--- src/hdl/mcc_pkg.sv ---
`timescale 1ns / 1ps

package mcc_pkg;

    // queue between front and back
    localparam int QDEPTH = 2;
    localparam int QPTR_W = $clog2(QDEPTH);
    localparam int QCNT_W = $clog2(QDEPTH + 1);

    localparam logic [7:0] CH_NL    = 8'd10;
    localparam logic [7:0] CH_SPACE = 8'd32;
    localparam logic [7:0] CH_DOT   = 8'd46;
    localparam logic [7:0] CH_DASH  = 8'd45;
    localparam logic [7:0] CH_UA    = 8'd65;
    localparam logic [7:0] CH_UZ    = 8'd90;
    localparam logic [7:0] CH_LA    = 8'd97;
    localparam logic [7:0] CH_LZ    = 8'd122;
    localparam logic [7:0] CH_D0    = 8'd48;
    localparam logic [7:0] CH_D9    = 8'd57;

    localparam int NUM_LETTERS = 26;
    localparam int NUM_SYMBOLS = 36;

    // job kinds
    localparam logic [1:0] JOB_NONE   = 2'd0;
    localparam logic [1:0] JOB_MARKS  = 2'd1;
    localparam logic [1:0] JOB_SPACES = 2'd2;
    localparam logic [1:0] JOB_CHARS  = 2'd3;

    localparam logic [1:0] SEP_SPACES  = 2'd3;
    localparam logic [2:0] WORD_SPACES = 3'd4;
    localparam logic [2:0] MAX_MARKS   = 3'd5;
    localparam logic [2:0] GAP_MAX     = 3'd7;
    localparam logic [2:0] GAP_WORD    = 3'd4;

    typedef struct packed {
        logic       sep;      // three separator spaces first
        logic [1:0] kind;
        logic [4:0] marks;    // bit k is mark k, 1 = dash
        logic [2:0] len;
        logic       has_a;    // char_a goes before char_b
        logic [7:0] char_a;
        logic [7:0] char_b;
    } job_t;

    typedef struct packed {
        logic [2:0] len;
        logic [4:0] marks;
    } pattern_t;

    // dot-dash pattern of symbol 0..35 (letters, then digits)
    function automatic pattern_t sym_pattern(input logic [5:0] idx);
        pattern_t p;
        unique case (idx)
            6'd0:  p = '{3'd2, 5'b00010};
            6'd1:  p = '{3'd4, 5'b00001};
            6'd2:  p = '{3'd4, 5'b00101};
            6'd3:  p = '{3'd3, 5'b00001};
            6'd4:  p = '{3'd1, 5'b00000};
            6'd5:  p = '{3'd4, 5'b00100};
            6'd6:  p = '{3'd3, 5'b00011};
            6'd7:  p = '{3'd4, 5'b00000};
            6'd8:  p = '{3'd2, 5'b00000};
            6'd9:  p = '{3'd4, 5'b01110};
            6'd10: p = '{3'd3, 5'b00101};
            6'd11: p = '{3'd4, 5'b00010};
            6'd12: p = '{3'd2, 5'b00011};
            6'd13: p = '{3'd2, 5'b00001};
            6'd14: p = '{3'd3, 5'b00111};
            6'd15: p = '{3'd4, 5'b00110};
            6'd16: p = '{3'd4, 5'b01011};
            6'd17: p = '{3'd3, 5'b00010};
            6'd18: p = '{3'd3, 5'b00000};
            6'd19: p = '{3'd1, 5'b00001};
            6'd20: p = '{3'd3, 5'b00100};
            6'd21: p = '{3'd4, 5'b01000};
            6'd22: p = '{3'd3, 5'b00110};
            6'd23: p = '{3'd4, 5'b01001};
            6'd24: p = '{3'd4, 5'b01101};
            6'd25: p = '{3'd4, 5'b00011};
            6'd26: p = '{3'd5, 5'b11111};
            6'd27: p = '{3'd5, 5'b11110};
            6'd28: p = '{3'd5, 5'b11100};
            6'd29: p = '{3'd5, 5'b11000};
            6'd30: p = '{3'd5, 5'b10000};
            6'd31: p = '{3'd5, 5'b00000};
            6'd32: p = '{3'd5, 5'b00001};
            6'd33: p = '{3'd5, 5'b00011};
            6'd34: p = '{3'd5, 5'b00111};
            6'd35: p = '{3'd5, 5'b01111};
            default: p = '{3'd0, 5'b00000};
        endcase
        return p;
    endfunction

endpackage

--- src/hdl/mcc_front.sv ---
`timescale 1ns / 1ps

module mcc_front (
    input  logic              clk,
    input  logic              rst_n,
    input  logic              mode_we,
    input  logic              mode_wdata,
    input  logic              push,
    input  logic [7:0]        in_char,
    output mcc_pkg::job_t     job
);

    logic       mode_reg,  mode_next;
    logic [4:0] marks_reg, marks_next;
    logic [2:0] len_reg,   len_next;
    logic       inv_reg,   inv_next;
    logic [2:0] gap_reg,   gap_next;
    logic       sep_reg,   sep_next;

    logic       is_alnum;
    logic [5:0] sym_idx;
    logic       tok_hit;
    logic [7:0] tok_char;
    logic       tok_open;
    mcc_pkg::pattern_t enc_pat;

    // text byte to symbol index, lowercase folded to uppercase
    always_comb
    begin
        is_alnum = 1'b1;
        sym_idx  = '0;
        if (in_char >= mcc_pkg::CH_LA && in_char <= mcc_pkg::CH_LZ)
        begin
            sym_idx = 6'(in_char - mcc_pkg::CH_LA);
        end
        else if (in_char >= mcc_pkg::CH_UA && in_char <= mcc_pkg::CH_UZ)
        begin
            sym_idx = 6'(in_char - mcc_pkg::CH_UA);
        end
        else if (in_char >= mcc_pkg::CH_D0 && in_char <= mcc_pkg::CH_D9)
        begin
            sym_idx = 6'(in_char - mcc_pkg::CH_D0 + 8'(mcc_pkg::NUM_LETTERS));
        end
        else
        begin
            is_alnum = 1'b0;
        end
    end

    assign enc_pat = mcc_pkg::sym_pattern(sym_idx);

    // open token against all 36 patterns, first match in symbol order wins
    always_comb
    begin
        mcc_pkg::pattern_t p;
        tok_hit  = 1'b0;
        tok_char = '0;
        for (int s = 0; s < mcc_pkg::NUM_SYMBOLS; s++)
        begin
            p = mcc_pkg::sym_pattern(6'(s));
            if (!tok_hit && p.len == len_reg && p.marks == marks_reg)
            begin
                tok_hit = 1'b1;
                if (s < mcc_pkg::NUM_LETTERS)
                    tok_char = mcc_pkg::CH_UA + 8'(s);
                else
                    tok_char = mcc_pkg::CH_D0 + 8'(s - mcc_pkg::NUM_LETTERS);
            end
        end
        tok_hit = tok_hit && !inv_reg && (len_reg != 3'd0);
    end

    assign tok_open = (len_reg != 3'd0) || inv_reg;

    always_comb
    begin
        mode_next  = mode_reg;
        marks_next = marks_reg;
        len_next   = len_reg;
        inv_next   = inv_reg;
        gap_next   = gap_reg;
        sep_next   = sep_reg;

        job        = '0;
        job.kind   = mcc_pkg::JOB_NONE;

        if (mode_reg == 1'b0)
        begin
            // encode
            if (in_char == mcc_pkg::CH_NL)
            begin
                sep_next    = 1'b0;
                job.kind    = mcc_pkg::JOB_CHARS;
                job.char_b  = mcc_pkg::CH_NL;
            end
            else
            begin
                job.sep = sep_reg;
                if (is_alnum)
                begin
                    job.kind  = mcc_pkg::JOB_MARKS;
                    job.marks = enc_pat.marks;
                    job.len   = enc_pat.len;
                    sep_next  = 1'b1;
                end
                else
                begin
                    job.kind = mcc_pkg::JOB_SPACES;
                    sep_next = 1'b0;
                end
            end
        end
        else
        begin
            // decode
            if (in_char == mcc_pkg::CH_DOT || in_char == mcc_pkg::CH_DASH)
            begin
                gap_next = '0;
                if (len_reg < mcc_pkg::MAX_MARKS)
                begin
                    if (in_char == mcc_pkg::CH_DASH)
                        marks_next = marks_reg | (5'd1 << len_reg);
                    len_next = len_reg + 3'd1;
                end
                else
                begin
                    inv_next = 1'b1;
                end
            end
            else if (in_char == mcc_pkg::CH_SPACE)
            begin
                if (tok_open)
                begin
                    marks_next = '0;
                    len_next   = '0;
                    inv_next   = 1'b0;
                    gap_next   = 3'd1;
                    if (tok_hit)
                    begin
                        job.kind   = mcc_pkg::JOB_CHARS;
                        job.char_b = tok_char;
                    end
                end
                else
                begin
                    if (gap_reg != mcc_pkg::GAP_MAX)
                        gap_next = gap_reg + 3'd1;
                    if (gap_next == mcc_pkg::GAP_WORD)
                    begin
                        job.kind   = mcc_pkg::JOB_CHARS;
                        job.char_b = mcc_pkg::CH_SPACE;
                    end
                end
            end
            else if (in_char == mcc_pkg::CH_NL)
            begin
                marks_next = '0;
                len_next   = '0;
                inv_next   = 1'b0;
                gap_next   = '0;
                job.kind   = mcc_pkg::JOB_CHARS;
                job.has_a  = tok_hit;
                job.char_a = tok_char;
                job.char_b = mcc_pkg::CH_NL;
            end
            else
            begin
                inv_next = 1'b1;
                gap_next = '0;
            end
        end

        if (!push)
        begin
            marks_next = marks_reg;
            len_next   = len_reg;
            inv_next   = inv_reg;
            gap_next   = gap_reg;
            sep_next   = sep_reg;
        end

        // a mode write clears the codec state
        if (mode_we)
        begin
            mode_next  = mode_wdata;
            marks_next = '0;
            len_next   = '0;
            inv_next   = 1'b0;
            gap_next   = '0;
            sep_next   = 1'b0;
        end
    end

    always_ff @(posedge clk or negedge rst_n)
    begin
        if (!rst_n)
        begin
            mode_reg  <= 1'b0;
            marks_reg <= '0;
            len_reg   <= '0;
            inv_reg   <= 1'b0;
            gap_reg   <= '0;
            sep_reg   <= 1'b0;
        end
        else
        begin
            mode_reg  <= mode_next;
            marks_reg <= marks_next;
            len_reg   <= len_next;
            inv_reg   <= inv_next;
            gap_reg   <= gap_next;
            sep_reg   <= sep_next;
        end
    end

endmodule

--- src/hdl/mcc_queue.sv ---
`timescale 1ns / 1ps

module mcc_queue (
    input  logic              clk,
    input  logic              rst_n,
    input  logic              push,
    input  mcc_pkg::job_t     push_job,
    output logic              full,
    input  logic              pop,
    output logic              q_valid,
    output mcc_pkg::job_t     q_job
);

    mcc_pkg::job_t                 entry_reg [mcc_pkg::QDEPTH];
    logic [mcc_pkg::QPTR_W-1:0]    wr_ptr_reg, wr_ptr_next;
    logic [mcc_pkg::QPTR_W-1:0]    rd_ptr_reg, rd_ptr_next;
    logic [mcc_pkg::QCNT_W-1:0]    cnt_reg,    cnt_next;

    assign full    = (cnt_reg == mcc_pkg::QCNT_W'(mcc_pkg::QDEPTH));
    assign q_valid = (cnt_reg != '0);
    assign q_job   = entry_reg[rd_ptr_reg];

    always_comb
    begin
        wr_ptr_next = push ? wr_ptr_reg + 1'b1 : wr_ptr_reg;
        rd_ptr_next = pop  ? rd_ptr_reg + 1'b1 : rd_ptr_reg;
        cnt_next    = cnt_reg;
        if (push && !pop)
            cnt_next = cnt_reg + 1'b1;
        else if (pop && !push)
            cnt_next = cnt_reg - 1'b1;
    end

    always_ff @(posedge clk)
    begin
        if (push)
            entry_reg[wr_ptr_reg] <= push_job;
    end

    always_ff @(posedge clk or negedge rst_n)
    begin
        if (!rst_n)
        begin
            wr_ptr_reg <= '0;
            rd_ptr_reg <= '0;
            cnt_reg    <= '0;
        end
        else
        begin
            wr_ptr_reg <= wr_ptr_next;
            rd_ptr_reg <= rd_ptr_next;
            cnt_reg    <= cnt_next;
        end
    end

endmodule

--- src/hdl/mcc_back.sv ---
`timescale 1ns / 1ps

module mcc_back (
    input  logic              clk,
    input  logic              rst_n,
    input  logic              q_valid,
    input  mcc_pkg::job_t     q_job,
    output logic              pop,
    output logic              out_valid,
    input  logic              out_stall,
    output logic [7:0]        out_char,
    output logic              last,
    output logic              none
);

    mcc_pkg::job_t cur_job_reg, cur_job_next;
    logic          cur_valid_reg, cur_valid_next;
    logic [2:0]    pos_reg, pos_next;

    logic          out_valid_reg, out_valid_next;
    logic [7:0]    out_char_reg, out_char_next;
    logic          last_reg, last_next;
    logic          none_reg, none_next;

    logic [1:0]    pre_cnt;
    logic [3:0]    body_cnt;
    logic [3:0]    total;
    logic [2:0]    body_pos;
    logic [4:0]    marks_sh;
    logic [7:0]    byte_val;
    logic          is_last;
    logic          can_load;
    logic          adv;

    // byte at position pos_reg of the current job
    always_comb
    begin
        pre_cnt  = cur_job_reg.sep ? mcc_pkg::SEP_SPACES : 2'd0;
        body_pos = pos_reg - 3'(pre_cnt);
        marks_sh = cur_job_reg.marks >> body_pos;
        body_cnt = 4'd1;
        byte_val = '0;
        unique case (cur_job_reg.kind)
            mcc_pkg::JOB_NONE:
            begin
                body_cnt = 4'd1;
                byte_val = '0;
            end
            mcc_pkg::JOB_MARKS:
            begin
                body_cnt = {1'b0, cur_job_reg.len};
                byte_val = marks_sh[0] ? mcc_pkg::CH_DASH : mcc_pkg::CH_DOT;
            end
            mcc_pkg::JOB_SPACES:
            begin
                body_cnt = {1'b0, mcc_pkg::WORD_SPACES};
                byte_val = mcc_pkg::CH_SPACE;
            end
            mcc_pkg::JOB_CHARS:
            begin
                body_cnt = cur_job_reg.has_a ? 4'd2 : 4'd1;
                byte_val = (cur_job_reg.has_a && body_pos == 3'd0) ?
                           cur_job_reg.char_a : cur_job_reg.char_b;
            end
            default:
            begin
                body_cnt = 4'd1;
                byte_val = '0;
            end
        endcase
        if (pos_reg < 3'(pre_cnt))
            byte_val = mcc_pkg::CH_SPACE;
        total   = body_cnt + 4'(pre_cnt);
        is_last = ({1'b0, pos_reg} == total - 4'd1);
    end

    assign can_load = !out_valid_reg || !out_stall;
    assign adv      = cur_valid_reg && can_load;
    assign pop      = q_valid && (!cur_valid_reg || (adv && is_last));

    always_comb
    begin
        cur_job_next   = cur_job_reg;
        cur_valid_next = cur_valid_reg;
        pos_next       = pos_reg;
        if (pop)
        begin
            cur_job_next   = q_job;
            cur_valid_next = 1'b1;
            pos_next       = '0;
        end
        else if (adv && is_last)
        begin
            cur_valid_next = 1'b0;
        end
        else if (adv)
        begin
            pos_next = pos_reg + 3'd1;
        end

        out_valid_next = out_valid_reg;
        out_char_next  = out_char_reg;
        last_next      = last_reg;
        none_next      = none_reg;
        if (adv)
        begin
            out_valid_next = 1'b1;
            out_char_next  = byte_val;
            last_next      = is_last;
            none_next      = (cur_job_reg.kind == mcc_pkg::JOB_NONE);
        end
        else if (can_load)
        begin
            out_valid_next = 1'b0;
        end
    end

    always_ff @(posedge clk or negedge rst_n)
    begin
        if (!rst_n)
        begin
            cur_valid_reg <= 1'b0;
            pos_reg       <= '0;
            out_valid_reg <= 1'b0;
        end
        else
        begin
            cur_valid_reg <= cur_valid_next;
            pos_reg       <= pos_next;
            out_valid_reg <= out_valid_next;
        end
    end

    always_ff @(posedge clk)
    begin
        cur_job_reg  <= cur_job_next;
        out_char_reg <= out_char_next;
        last_reg     <= last_next;
        none_reg     <= none_next;
    end

    assign out_valid = out_valid_reg;
    assign out_char  = out_char_reg;
    assign last      = last_reg;
    assign none      = none_reg;

endmodule

--- src/hdl/morse_code_codec_core.sv ---
`timescale 1ns / 1ps

// channel   | handshake                    | payload
// ----------+------------------------------+--------------------------
// input     | in_valid / in_stall          | in_char
// output    | out_valid / out_stall        | out_char, last, none
// mode      | mode_we (write only)         | mode_wdata
//
// one output byte per cycle while out_stall is low; an input byte causes 1
// to 8 result bytes (separator spaces plus marks, spaces or characters),
// emitted by the back end sequencer. a two-entry request queue lets new
// bytes enter while the back end is still emitting. reset clears mode to
// encode and the codec state. in_stall rises only when the request queue is
// full; out_stall holds the output register and in turn backs up the queue.
module morse_code_codec_core (
    input  logic       clk,
    input  logic       rst_n,
    input  logic       mode_we,
    input  logic       mode_wdata,
    input  logic       in_valid,
    output logic       in_stall,
    input  logic [7:0] in_char,
    output logic       out_valid,
    input  logic       out_stall,
    output logic [7:0] out_char,
    output logic       last,
    output logic       none
);

    mcc_pkg::job_t front_job;
    mcc_pkg::job_t q_job;
    logic          q_full;
    logic          q_valid;
    logic          q_pop;
    logic          push;

    // a request is taken whenever the queue has room
    assign in_stall = q_full;
    assign push     = in_valid && !q_full;

    // front end: mode register, token and gap tracking, classifies each
    // byte into a job descriptor
    mcc_front u_front (
        .clk        (clk),
        .rst_n      (rst_n),
        .mode_we    (mode_we),
        .mode_wdata (mode_wdata),
        .push       (push),
        .in_char    (in_char),
        .job        (front_job)
    );

    // short queue decoupling classification from emission
    mcc_queue u_queue (
        .clk      (clk),
        .rst_n    (rst_n),
        .push     (push),
        .push_job (front_job),
        .full     (q_full),
        .pop      (q_pop),
        .q_valid  (q_valid),
        .q_job    (q_job)
    );

    // back end: walks each job one byte a cycle into the output register while out_stall is low
    mcc_back u_back (
        .clk       (clk),
        .rst_n     (rst_n),
        .q_valid   (q_valid),
        .q_job     (q_job),
        .pop       (q_pop),
        .out_valid (out_valid),
        .out_stall (out_stall),
        .out_char  (out_char),
        .last      (last),
        .none      (none)
    );

endmodule

--- config.mk ---
export PLATFORM = sky130hd
export DESIGN_NAME = morse_code_codec_core
export DESIGN_NICKNAME = d
export VERILOG_FILES = /design/src/hdl/mcc_pkg.sv /design/src/hdl/mcc_front.sv /design/src/hdl/mcc_queue.sv /design/src/hdl/mcc_back.sv /design/src/hdl/morse_code_codec_core.sv
export SDC_FILE = /design/constraint.sdc
export NUM_CORES = 1
export LEC_CHECK = 0
export ABC_AREA = 1
export BUFFER_PORTS_ARGS = -buffer_cell sky130_fd_sc_hd__buf_4
export CORE_MARGIN = 2
export CORE_UTILIZATION = 40
export CTS_CLUSTER_SIZE = 10
export DETAILED_ROUTE_END_ITERATION = 12
export MAX_ROUTING_LAYER = met4
export PLACE_DENSITY = 0.64
export SYNTH_ARGS = -nofsm -noshare
export SYNTH_HDL_FRONTEND = slang
export SYNTH_HIERARCHICAL = 1
export SYNTH_SLANG_ARGS = --single-unit
--- constraint.sdc ---
create_clock -name clk -period 5.1 [get_ports clk]
set_clock_uncertainty 0.1 [all_clocks]
set_input_delay 1.275 -clock clk [delete_from_list [all_inputs] [get_ports clk]]
set_output_delay 1.275 -clock clk [all_outputs]
set_load 0.1 [all_outputs]
==> run_results.csv <==
group,metric,value,unit
clock_network,clock_path_buffers,2,
global_routing,met1_usage,20.43,%
floorplan,io_pins,26,
layout,drive_gt1_share,14.27,%
critical_path,slowest_stage,"o22ai_1",
power_and_ir_drop,power_switching,0.001280,W
global_routing,grt_use_met2,27.25,%
routing,drtPass1Iterations,5,
clock_network,root_buffer,"clkbuf_16",
power_and_ir_drop,p_int,0.002410,W
layout,final_area,7996,um2
sta,fmax,245.8,MHz
power_and_ir_drop,pwr-share-comb,30.8,%
layout,ff_latch_area,3398,um2
layout,n_antenna_cell,0,
sta,max-slew-margin-rel,25.98,%
power_and_ir_drop,p_clk_share,31.4,%
floorplan,rows,48,
sta,tns,0,ps
layout,largest_reg_flops,56,
clock_network,cts_tree,"built",
critical_path,cp-end-kind,"flop",
run,max-cap-violations,0,
sta,drv_slew,0,
clock_network,ctsHoldBuffers,0,
clock_network,cts_setup_buffers,0,
synth,synthDistinctLibCells,52,
clock_network,cts.sinks,117,
layout,multi_input_area,2978,um2
synth,synth_seq_cells,117,
outcome,status,"complete, no violations",
floorplan,die-area,18500,um2
routing,drt-initial-drc-count,402,
critical_path,crit_arrival,4110,ps
routing,drc,0,
layout,nNetsFinal,870,
critical_path,path_cells,"buf_4 > inv_1 > ha_1 > nand3b_1 > nand2_1 > o21ai_0 > nand2_1 > inv_1 > nor2_1 > o22ai_1 > inv_1 > ha_1 > inv_1 > a21oi_1 > nor4_1 > nor2_1 > o41ai_1 > a21oi_1",
sta,min_period,4069,ps
placed_design,dpl.hpwl,10.51,mm
power_and_ir_drop,vdd_drop_max,0.3379,mV
synth,yosysTopAreaCellShare,40.49,%
global_routing,use_met3,4.586,%
synth,synth_edf_count,94,
sta,min_period_over_period,79.78,%
placed_design,io_buffers,25,
synth,yosysWarnings,6,
placed_design,place_area,7417,um2
sta,rsz0062_at_grt,"no",
sta,hold_viol,0,
routing,routed-via-count,5311,
critical_path,worstPathMaxFanout,6,
routing,wl,14.07,mm
global_routing,grt_pass1_wl,23.55,mm
routing,routed_via_density,4.982,
sta,worst_pin_slew,1109,ps
routing,detail-route-antenna-nets,0,
synth,yosysSeqAreaShare,48.74,%
clock_network,clk_latency,420,ps
power_and_ir_drop,p_per_area,461.4,nW/um2
layout,synthToLayoutAreaGrowth,14.70,%
critical_path,ff2ff_setup_slack,1440,ps
floorplan,fp.dieH,136.0,um
global_routing,grt_pass1_vias,5013,
layout,fillCellCount,1663,
critical_path,crit_type,"primary input to flop",
global_routing,antenna_found_initial,0,
critical_path,startpoint,"in_char[1]",
clock_network,htree_levels,4,
synth,avgSynthCellArea,8.847,um2
global_routing,grt.busiest_layer,"met2",
floorplan,core_area,17180,um2
global_routing,grt.overflow.total,0,
worst_hold_path,hold_start,"u_queue/cnt_reg[1]",
power_and_ir_drop,pwr-share-seq,37.9,%
critical_path,crit_required,5140,ps
global_routing,grt_max_degree,32,
synth,synth.largest_area_cell,"edfxtp_1",
critical_path,r2r-start,"u_front/len_reg[0]",
synth,synthTopCellsByArea,"edfxtp_1, dfrtp_1, nand2_1",
clock_network,clk_pin_slew_worst_paths,60,ps
power_and_ir_drop,cellLeakagePower,3.592,nW
critical_path,cpPeakStageDelay,430,ps
routing,drt-wirelength-per-cell,13.20,um
floorplan,die_w,136.0,um
clock_network,cts_resized,0,
global_routing,globalRouteTotalUtil,16.63,%
critical_path,path_common_cell,"inv_1",
power_and_ir_drop,p_sw_share,34.69,%
clock_network,cts-buffers-inserted,17,
worst_hold_path,hold_class,"flop to flop",
floorplan,start_util,40.59,%
synth,syn_inst,788,
placed_design,routabilityCongestion,0.9232,
synth,postSynth.asyncResetShare,19.66,%
synth,syn-cell-area,6972,um2
sta,setup_viol,0,
synth,ys.flop_type,"edfxtp_1",
critical_path,critPathLaunchType,"primary input",
## stage by stage
step / worst slack, ps / utilization (%) / total power, W / hold slack [ps] / instances
2_1_floorplan: 1081 / - / 0.002322 / 341.7 / 789
3_3_place_gp: 748.5 / 43.18 / 0.002545 / 355.4 / 1034
3_5_place_dp: 660.7 / 43.18 / 0.002561 / 362.4 / 1034
4_1_cts: 1098 / 46.55 / 0.003733 / 376.4 / 1066
5_1_grt: 599.3 / 46.55 / 0.003911 / 399.5 / 1066
6_report: 1031 / 46.55 / 0.003689 / 374.3 / 1066
## area by class of cell
type                       instances  share of cell area, %
tap                              225                  3.521
sequential                       117                  42.50
multi-input combinational        519                  37.24
clock buffer                      17                  5.320
inverter                         144                  6.775
clock inverter                    15                  1.925
timing repair buffer              29                  2.723
## path summary, 6_finish.rpt
kind / cells past startpoint / endpoint
setup reg to reg: 22 / u_queue/entry_reg[0][25]
hold / removal: 2 / u_queue/cnt_reg[1]
hold reg to reg: 2 / u_queue/cnt_reg[1]
max in group asynchronous: 1 / u_front/sep_reg
setup / recovery: 18 / u_queue/entry_reg[0][17]
min in group asynchronous: 1 / u_back/out_valid
## cell usage after synthesis, types with 2 or more instances
cell type and number:
inv_1 140, mux2_2 18, o31ai_1 2, a211oi_1 2, o2111ai_1 2, nand4_2 2, nand3_1 47, nor2_2 7
clkbuf_1 3, nand3b_1 2, inv_2 2, nor3_2 2, fa_1 2, a31oi_1 5, dfrtp_1 23, nand2_2 6
buf_4 3, nor4_1 4, mux2_4 10, nand3_2 2, nand2_1 148, edfxtp_1 94, o21a_1 2, nand4_1 17
nor3_1 17, o21ai_0 29, a21oi_2 3, o22ai_1 3, a221oi_1 4, nor2_1 99, ha_1 26, xor2_1 6
o211ai_1 6, a21oi_1 31, o21ai_2 2
## power groups by stage
stage / registers (W) / clock network, W / logic (W)
2_1_floorplan: 0.00158 / 0 / 0.000743
6_report: 0.00140 / 0.00116 / 0.00114
3_3_place_gp: 0.00141 / 0 / 0.00113
4_1_cts: 0.00140 / 0.00118 / 0.00115
3_5_place_dp: 0.00142 / 0 / 0.00114
5_1_grt: 0.00142 / 0.00123 / 0.00127
## worst max-delay path, delay by kind of cell
family / cells / cell delay, ps
adder cells (fa/ha/maj): 2 / 550
AND/OR/NAND/NOR: 6 / 700
AO/OA/AOI/OAI: 5 / 800
buffers and inverters: 5 / 750
## placed cells by master (no fill, tap or decap), drive strengths merged, types with 17 or more instances in the layout
master | synthesis | routed
clkbuf | 3 | 17
nand4 | 20 | 20
edfxtp | 94 | 94
a21oi | 34 | 34
buf | 6 | 29
dfrtp | 23 | 23
inv | 142 | 145
nand3 | 49 | 49
o21ai | 32 | 32
mux2 | 28 | 28
ha | 26 | 26
nor2 | 107 | 107
nor3 | 19 | 19
nand2 | 155 | 155
## per-layer routing
layer	up-vias	routed length [um]
li1	2711	-
met1	2465	6723
met2	121	6683
met3	14	545
met4	0	113
met5	-	0
## cells by family (layout without fill, tap and decap cells)
kind of cell             Yosys count  count (layout)  synth area share (%)
AND/OR/NAND/NOR                  357             357                 22.81
buffers and inverters            153             205                 8.704
flip-flops                       117             117                 48.74
AO/OA/AOI/OAI                     96              96                 8.273
adder cells (fa/ha/maj)           28              28                 5.240
multiplexers                      28              28                 5.061
XOR/XNOR                           8               8                 1.113
other                              1               2               0.05379
Power figures use the tool's default switching activity.
